$ cat src/rtl/core/gcct_pkg.sv
// ----------------------------------------------------------------------------
// gcct_pkg
// Shared types, codes and the control store of the grid cell claim table.
// ----------------------------------------------------------------------------
package gcct_pkg;

   // fixed field widths
   localparam int COORD_W    = 6;
   localparam int SIZE_W     = 7;
   localparam int COUNT_W    = 13;
   localparam int AREA_W     = 2 * SIZE_W;
   localparam int STEP_W     = 4;
   localparam int RESET_SIZE = 64;

   typedef logic [STEP_W-1:0] step_type;

   // operation codes of an item
   typedef enum logic [1:0] {
      OP_PICK = 2'd0,
      OP_MARK = 2'd1,
      OP_INIT = 2'd2,
      OP_NONE = 2'd3
   } op_type;

   // cell state codes
   typedef enum logic [1:0] {
      CELL_FREE     = 2'd0,
      CELL_BLOCKED  = 2'd1,
      CELL_EXPLORED = 2'd2,
      CELL_CLAIMED  = 2'd3
   } cell_type;

   // micro-operations, one-hot
   typedef enum logic [5:0] {
      UOP_IDLE     = 6'b000001,
      UOP_DISPATCH = 6'b000010,
      UOP_READ     = 6'b000100,
      UOP_TEST     = 6'b001000,
      UOP_UPDATE   = 6'b010000,
      UOP_FINISH   = 6'b100000
   } uop_type;

   // address source for a cell read
   typedef enum logic [2:0] {
      NBR_SELF  = 3'd0,
      NBR_DOWN  = 3'd1,
      NBR_UP    = 3'd2,
      NBR_RIGHT = 3'd3,
      NBR_LEFT  = 3'd4
   } nbr_type;

   // one control word
   typedef struct packed {
      uop_type  uop;
      nbr_type  nbr;
      step_type next_step;
      step_type jump_step;
   } uword_type;

   // sequencer to datapath
   typedef struct packed {
      uop_type uop;
      nbr_type nbr;
      logic    accept;
   } ctrl_type;

   // datapath to sequencer
   typedef struct packed {
      logic   in_grid;
      logic   nbr_ok;
      logic   cell_free;
      logic   out_free;
      logic   clearing;
      op_type op;
   } stat_type;

   // program addresses
   localparam step_type STEP_IDLE       = 4'd0;
   localparam step_type STEP_DISPATCH   = 4'd1;
   localparam step_type STEP_READ_DOWN  = 4'd2;
   localparam step_type STEP_TEST_DOWN  = 4'd3;
   localparam step_type STEP_READ_UP    = 4'd4;
   localparam step_type STEP_TEST_UP    = 4'd5;
   localparam step_type STEP_READ_RIGHT = 4'd6;
   localparam step_type STEP_TEST_RIGHT = 4'd7;
   localparam step_type STEP_READ_LEFT  = 4'd8;
   localparam step_type STEP_TEST_LEFT  = 4'd9;
   localparam step_type STEP_READ_SELF  = 4'd10;
   localparam step_type STEP_UPDATE     = 4'd11;
   localparam step_type STEP_FINISH     = 4'd12;

   // control store: read moves on to next_step, jumps when the neighbor is off grid;
   // test jumps to finish on a free cell
   function automatic uword_type ucode(step_type s);
      uword_type w;
      case (s)
         STEP_IDLE: begin
            w = '{uop: UOP_IDLE, nbr: NBR_SELF, next_step: STEP_DISPATCH, jump_step: STEP_IDLE};
         end
         STEP_DISPATCH: begin
            w = '{uop: UOP_DISPATCH, nbr: NBR_SELF, next_step: STEP_READ_DOWN,
                  jump_step: STEP_READ_SELF};
         end
         STEP_READ_DOWN: begin
            w = '{uop: UOP_READ, nbr: NBR_DOWN, next_step: STEP_TEST_DOWN,
                  jump_step: STEP_READ_UP};
         end
         STEP_TEST_DOWN: begin
            w = '{uop: UOP_TEST, nbr: NBR_DOWN, next_step: STEP_READ_UP, jump_step: STEP_FINISH};
         end
         STEP_READ_UP: begin
            w = '{uop: UOP_READ, nbr: NBR_UP, next_step: STEP_TEST_UP,
                  jump_step: STEP_READ_RIGHT};
         end
         STEP_TEST_UP: begin
            w = '{uop: UOP_TEST, nbr: NBR_UP, next_step: STEP_READ_RIGHT, jump_step: STEP_FINISH};
         end
         STEP_READ_RIGHT: begin
            w = '{uop: UOP_READ, nbr: NBR_RIGHT, next_step: STEP_TEST_RIGHT,
                  jump_step: STEP_READ_LEFT};
         end
         STEP_TEST_RIGHT: begin
            w = '{uop: UOP_TEST, nbr: NBR_RIGHT, next_step: STEP_READ_LEFT,
                  jump_step: STEP_FINISH};
         end
         STEP_READ_LEFT: begin
            w = '{uop: UOP_READ, nbr: NBR_LEFT, next_step: STEP_TEST_LEFT,
                  jump_step: STEP_FINISH};
         end
         STEP_TEST_LEFT: begin
            w = '{uop: UOP_TEST, nbr: NBR_LEFT, next_step: STEP_FINISH, jump_step: STEP_FINISH};
         end
         STEP_READ_SELF: begin
            w = '{uop: UOP_READ, nbr: NBR_SELF, next_step: STEP_UPDATE, jump_step: STEP_UPDATE};
         end
         STEP_UPDATE: begin
            w = '{uop: UOP_UPDATE, nbr: NBR_SELF, next_step: STEP_FINISH, jump_step: STEP_FINISH};
         end
         STEP_FINISH: begin
            w = '{uop: UOP_FINISH, nbr: NBR_SELF, next_step: STEP_IDLE, jump_step: STEP_FINISH};
         end
         default: begin
            w = '{uop: UOP_IDLE, nbr: NBR_SELF, next_step: STEP_DISPATCH, jump_step: STEP_IDLE};
         end
      endcase
      return w;
   endfunction

endpackage

$ cat src/rtl/core/gcct_seq.sv
// ----------------------------------------------------------------------------
// gcct_seq
// Step counter and control store lookup; picks the next step from the
// current control word and the datapath status.
// ----------------------------------------------------------------------------
module gcct_seq (
   input  logic              clock,
   input  logic              reset,
   input  logic              req_valid,
   input  gcct_pkg::stat_type stat,
   output logic              req_stall,
   output gcct_pkg::ctrl_type ctrl
);
   import gcct_pkg::*;

   step_type  step_ff;
   step_type  step_in;
   uword_type word;
   logic      accept;

   // current control word
   assign word = ucode(step_ff);

   // new item only at the idle step and after the clearing pass
   assign req_stall = (word.uop != UOP_IDLE) || stat.clearing;
   assign accept    = req_valid && !req_stall;

   // next step selection
   always_comb begin
      step_in = step_ff;
      case (word.uop)
         UOP_IDLE: begin
            if (accept) step_in = word.next_step;
         end
         UOP_DISPATCH: begin
            if (!stat.in_grid || stat.op == OP_NONE) step_in = STEP_FINISH;
            else if (stat.op == OP_PICK) step_in = word.next_step;
            else step_in = word.jump_step;
         end
         UOP_READ: begin
            step_in = stat.nbr_ok ? word.next_step : word.jump_step;
         end
         UOP_TEST: begin
            step_in = stat.cell_free ? word.jump_step : word.next_step;
         end
         UOP_UPDATE: begin
            step_in = word.next_step;
         end
         UOP_FINISH: begin
            if (stat.out_free) step_in = word.next_step;
         end
         default: begin
            step_in = STEP_IDLE;
         end
      endcase
   end

   // step counter
   always_ff @(posedge clock) begin
      if (reset) begin
         step_ff <= STEP_IDLE;
      end else begin
         step_ff <= step_in;
      end
   end

   // control to datapath
   assign ctrl.uop    = word.uop;
   assign ctrl.nbr    = word.nbr;
   assign ctrl.accept = accept;

endmodule

$ cat config.mk
export PLATFORM = sky130hd
export DESIGN_NAME = gcct_seq
export DESIGN_NICKNAME = d
export VERILOG_FILES = /design/src/rtl/core/gcct_pkg.sv /design/src/rtl/core/gcct_seq.sv
export SDC_FILE = /design/constraint.sdc
export NUM_CORES = 1
export LEC_CHECK = 0
export BUFFER_PORTS_ARGS = -buffer_cell sky130_fd_sc_hd__buf_2
export CORE_ASPECT_RATIO = 0.75
export CORE_MARGIN = 2
export CORE_UTILIZATION = 56
export DETAILED_ROUTE_END_ITERATION = 12
export GPL_ROUTABILITY_DRIVEN = 0
export PLACE_DENSITY = 0.81
export RECOVER_POWER = 25
export SKIP_CTS_REPAIR_TIMING = 1
export SYNTH_ARGS = -nofsm -noshare
export SYNTH_HDL_FRONTEND = slang
export SYNTH_SLANG_ARGS = --single-unit
$ cat constraint.sdc
create_clock -name clock -period 3.4 [get_ports clock]
set_clock_uncertainty 0.15 [all_clocks]
set_input_delay 0.34 -clock clock [delete_from_list [all_inputs] [get_ports clock]]
set_output_delay 0.34 -clock clock [all_outputs]
set_load 0.01 [all_outputs]
==> impl_metrics.ini <==
[global_routing]
grt_pass1_wl_um = 4770
antenna_found_initial = 0
met1_usage_pct = 31.8
gr-usage-all-layers_pct = 22.3
grt_busiest_layer = met2
grt_util_met3_pct = 4.68
grt.met2_usage_pct = 35.6
grt_overflow = 0
grt_pass1_vias = 1034
grt_max_degree = 20

[critical_path]
end_kind = flop
arrival_ns = 3.04
critPathMaxStageDelay_ns = 0.61
reg2reg_depth = 11
worst-path-stages = 11
crit_family = simple AND/OR/NAND/NOR gates
crit_buf_inv = 2
critical_path_class = flop to flop
cp.required_ns = 3.45
slowest_stage = or4_4
crit_path_cell_trace = or4_4, o21ai_1, a221o_1, mux2i_2, buf_4, nor2_1, inv_1, ha_1, nor2_1, a32oi_1, a21o_1
crit_fanout = 10
crit_path_frequent_cell = nor2_1
startpoint_type = flop

[placement]
portBuffers = 20
dp_hpwl_um = 2410

[layout]
layout-area-overhead-vs-synth_pct = 3.49
fill_cells = 233
layout.nets = 184
drive_gt1_share_pct = 16.1
diodes = 0

[pwr]
p_leak_uw = 0.000592
switchingPower_uw = 593
pwr-share-seq_pct = 31.2
p_int_uw = 687
pwr-share-clk_pct = 8.9
total_power_uw = 1280
cellPowerDensity_nw_per_um2 = 885
comb_power_share_pct = 59.8
swShare_pct = 46.4
vdd_ir_drop_max_mv = 0.472

[synthesis]
synth.top_cell.area_share_pct = 30.1
synth_nets = 176
synth_area_sq_um = 1400
syn_avg_cell_area_sq_um = 8.68
synth.largest_area_cell = dfxtp_1
ys.flop_type = dfxtp_1
ys_warn_count = 0
ys_types = 49
async_reset_ff_share_pct = 0
ys_ff_latch = 21
synth_edf_count = 0
ys_seq_area_share_pct = 30.1
syn-instance-count = 161
synth.area.top_cells = dfxtp_1, buf_4, ha_1

[clocking]
tritoncts = done
htreeDepth = 1
cts_sinks = 21
worstSkewPairLatency_ns = 0.29
numCtsBuffers = 3
clock_path_buffers = 2
root_buffer = clkbuf_4
path_clk_slew_ns = 0.11

[floorplan]
die-area_sq_um = 2920
io_pins = 21
die_h_um = 47.3
core_area_sq_um = 2330
fp-row-count = 15
fp.dieW_um = 61.7
start_util_pct = 60.1

[timing]
post-route-period-util_pct = 88.1
slew_headroom_pct = 62.0
slew_viol_final = 0
fmax_mhz = 334
min_period_ns = 3.00
worst_pin_slew_ns = 0.570
setup_violations = 0
finalSetupTns_ns = 0
rsz0062_at_grt = no
hold_violations = 0

[detailed_routing]
wl_per_cell_um = 14.8
drtIter0Drc = 75
vias = 1154
ant_nets = 0
wl_um = 2990
vias_per_cell = 5.71
first_pass_iters = 4
drc = 0

[flow_run]
drv_cap = 0

[min_path]
holdPathStages = 2
hp-class = input port to flop

[status]
status = completed
stage by stage:
stage | cells | hold WS (ns) | instance area [sq um] | util (%) | setup slack [ns]
after floorplan | 161 | 0.400 | 1400 | - | 0.772
after global placement | 198 | 0.488 | 1430 | 61.4 | 0.617
after detailed placement | 198 | 0.521 | 1430 | 61.4 | 0.481
after CTS | 202 | 0.251 | 1460 | 62.6 | 0.438
after global routing | 202 | 0.273 | 1450 | 62.2 | 0.133
final | 202 | 0.250 | 1450 | 62.2 | 0.404
layout by cell type (no fill, tap or decap), drive strengths merged, types with 2 or more instances in the layout:
cell / count
a22oi: 3
o22ai: 4
o211ai: 3
mux2i: 7
a21oi: 2
a32oi: 2
buf: 13
inv: 10
ha: 5
o22a: 4
nor4bb: 2
nand2: 5
nor2: 15
nor2b: 3
nor4b: 2
mux2: 3
and2: 4
nor3: 5
dfxtp: 21
o221ai: 2
and3: 3
clkbuf: 11
nand2b: 7
xor2: 3
o21ai: 6
a22o: 2
a21o: 3
a221o: 2
o21bai: 2
worst paths after layout:
check	startpoint	endpoint	slack (ns)
hold reg to reg	step_ff[1]	step_ff[1]	0.56
hold / removal	reset	word[10]	0.25
setup / recovery	word[16]	word[4]	0.40
setup reg to reg	word[16]	word[4]	0.40
layer usage:
layer / up-vias / wire length (um)
met2: 32 / 1390
met3: 6 / 116
met5: - / 0
met1: 525 / 1450
li1: 591 / -
met4: 0 / 36
flip-flops by register name, indices dropped and copies added (netlist names):
signal / count
step_ff: 4
word: 17
layout make-up:
cell class | count | area (sq um) | share of cell area (%)
repair buffers | 21 | 97.6 | 6.75
well taps | 34 | 42.5 | 2.94
inverters | 10 | 37.5 | 2.60
flip-flops and latches | 21 | 420 | 29.1
clock buffers | 3 | 22.5 | 1.56
clock inverters | 1 | 5.00 | 0.346
multi-input cells | 112 | 821 | 56.7
power by group through the flow:
stage | sequential, uW | combinational, uW | clock, uW
floorplan | 366 | 677 | 0
global placement | 397 | 739 | 0
detailed placement | 403 | 759 | 0
CTS | 397 | 764 | 114
global route | 409 | 838 | 127
finish | 400 | 766 | 114
cell families (layout without fill, tap and decap cells):
kind of cell               Yosys count  in the layout  share of synthesized area (%)
AOI/OAI and AO/OA                   40             40                           22.6
xor gates and xnor gates             3              3                           1.88
adders and majority gates            5              5                           4.48
buffers and inverters               28             35                           11.2
DFF                                 21             21                           30.1
muxes                               10             10                           7.70
and+or+nand+nor                     54             54                           22.0
cell usage after synthesis (all sizes together) (2+ instances only):
cell type / instances
mux2i: 7
o21ai: 6
a21o: 3
dfxtp: 21
nand2b: 7
a21oi: 2
a22o: 2
o221ai: 2
nor2: 15
nand2: 5
and2: 4
inv: 10
ha: 5
a221o: 2
and3: 3
o21bai: 2
nor4b: 2
buf: 16
clkbuf: 2
o22a: 4
nor4bb: 2
o22ai: 4
o211ai: 3
a32oi: 2
xor2: 3
a22oi: 3
nor3: 5
mux2: 3
nor2b: 3
Note: power is estimated with default switching activity, not from simulation.
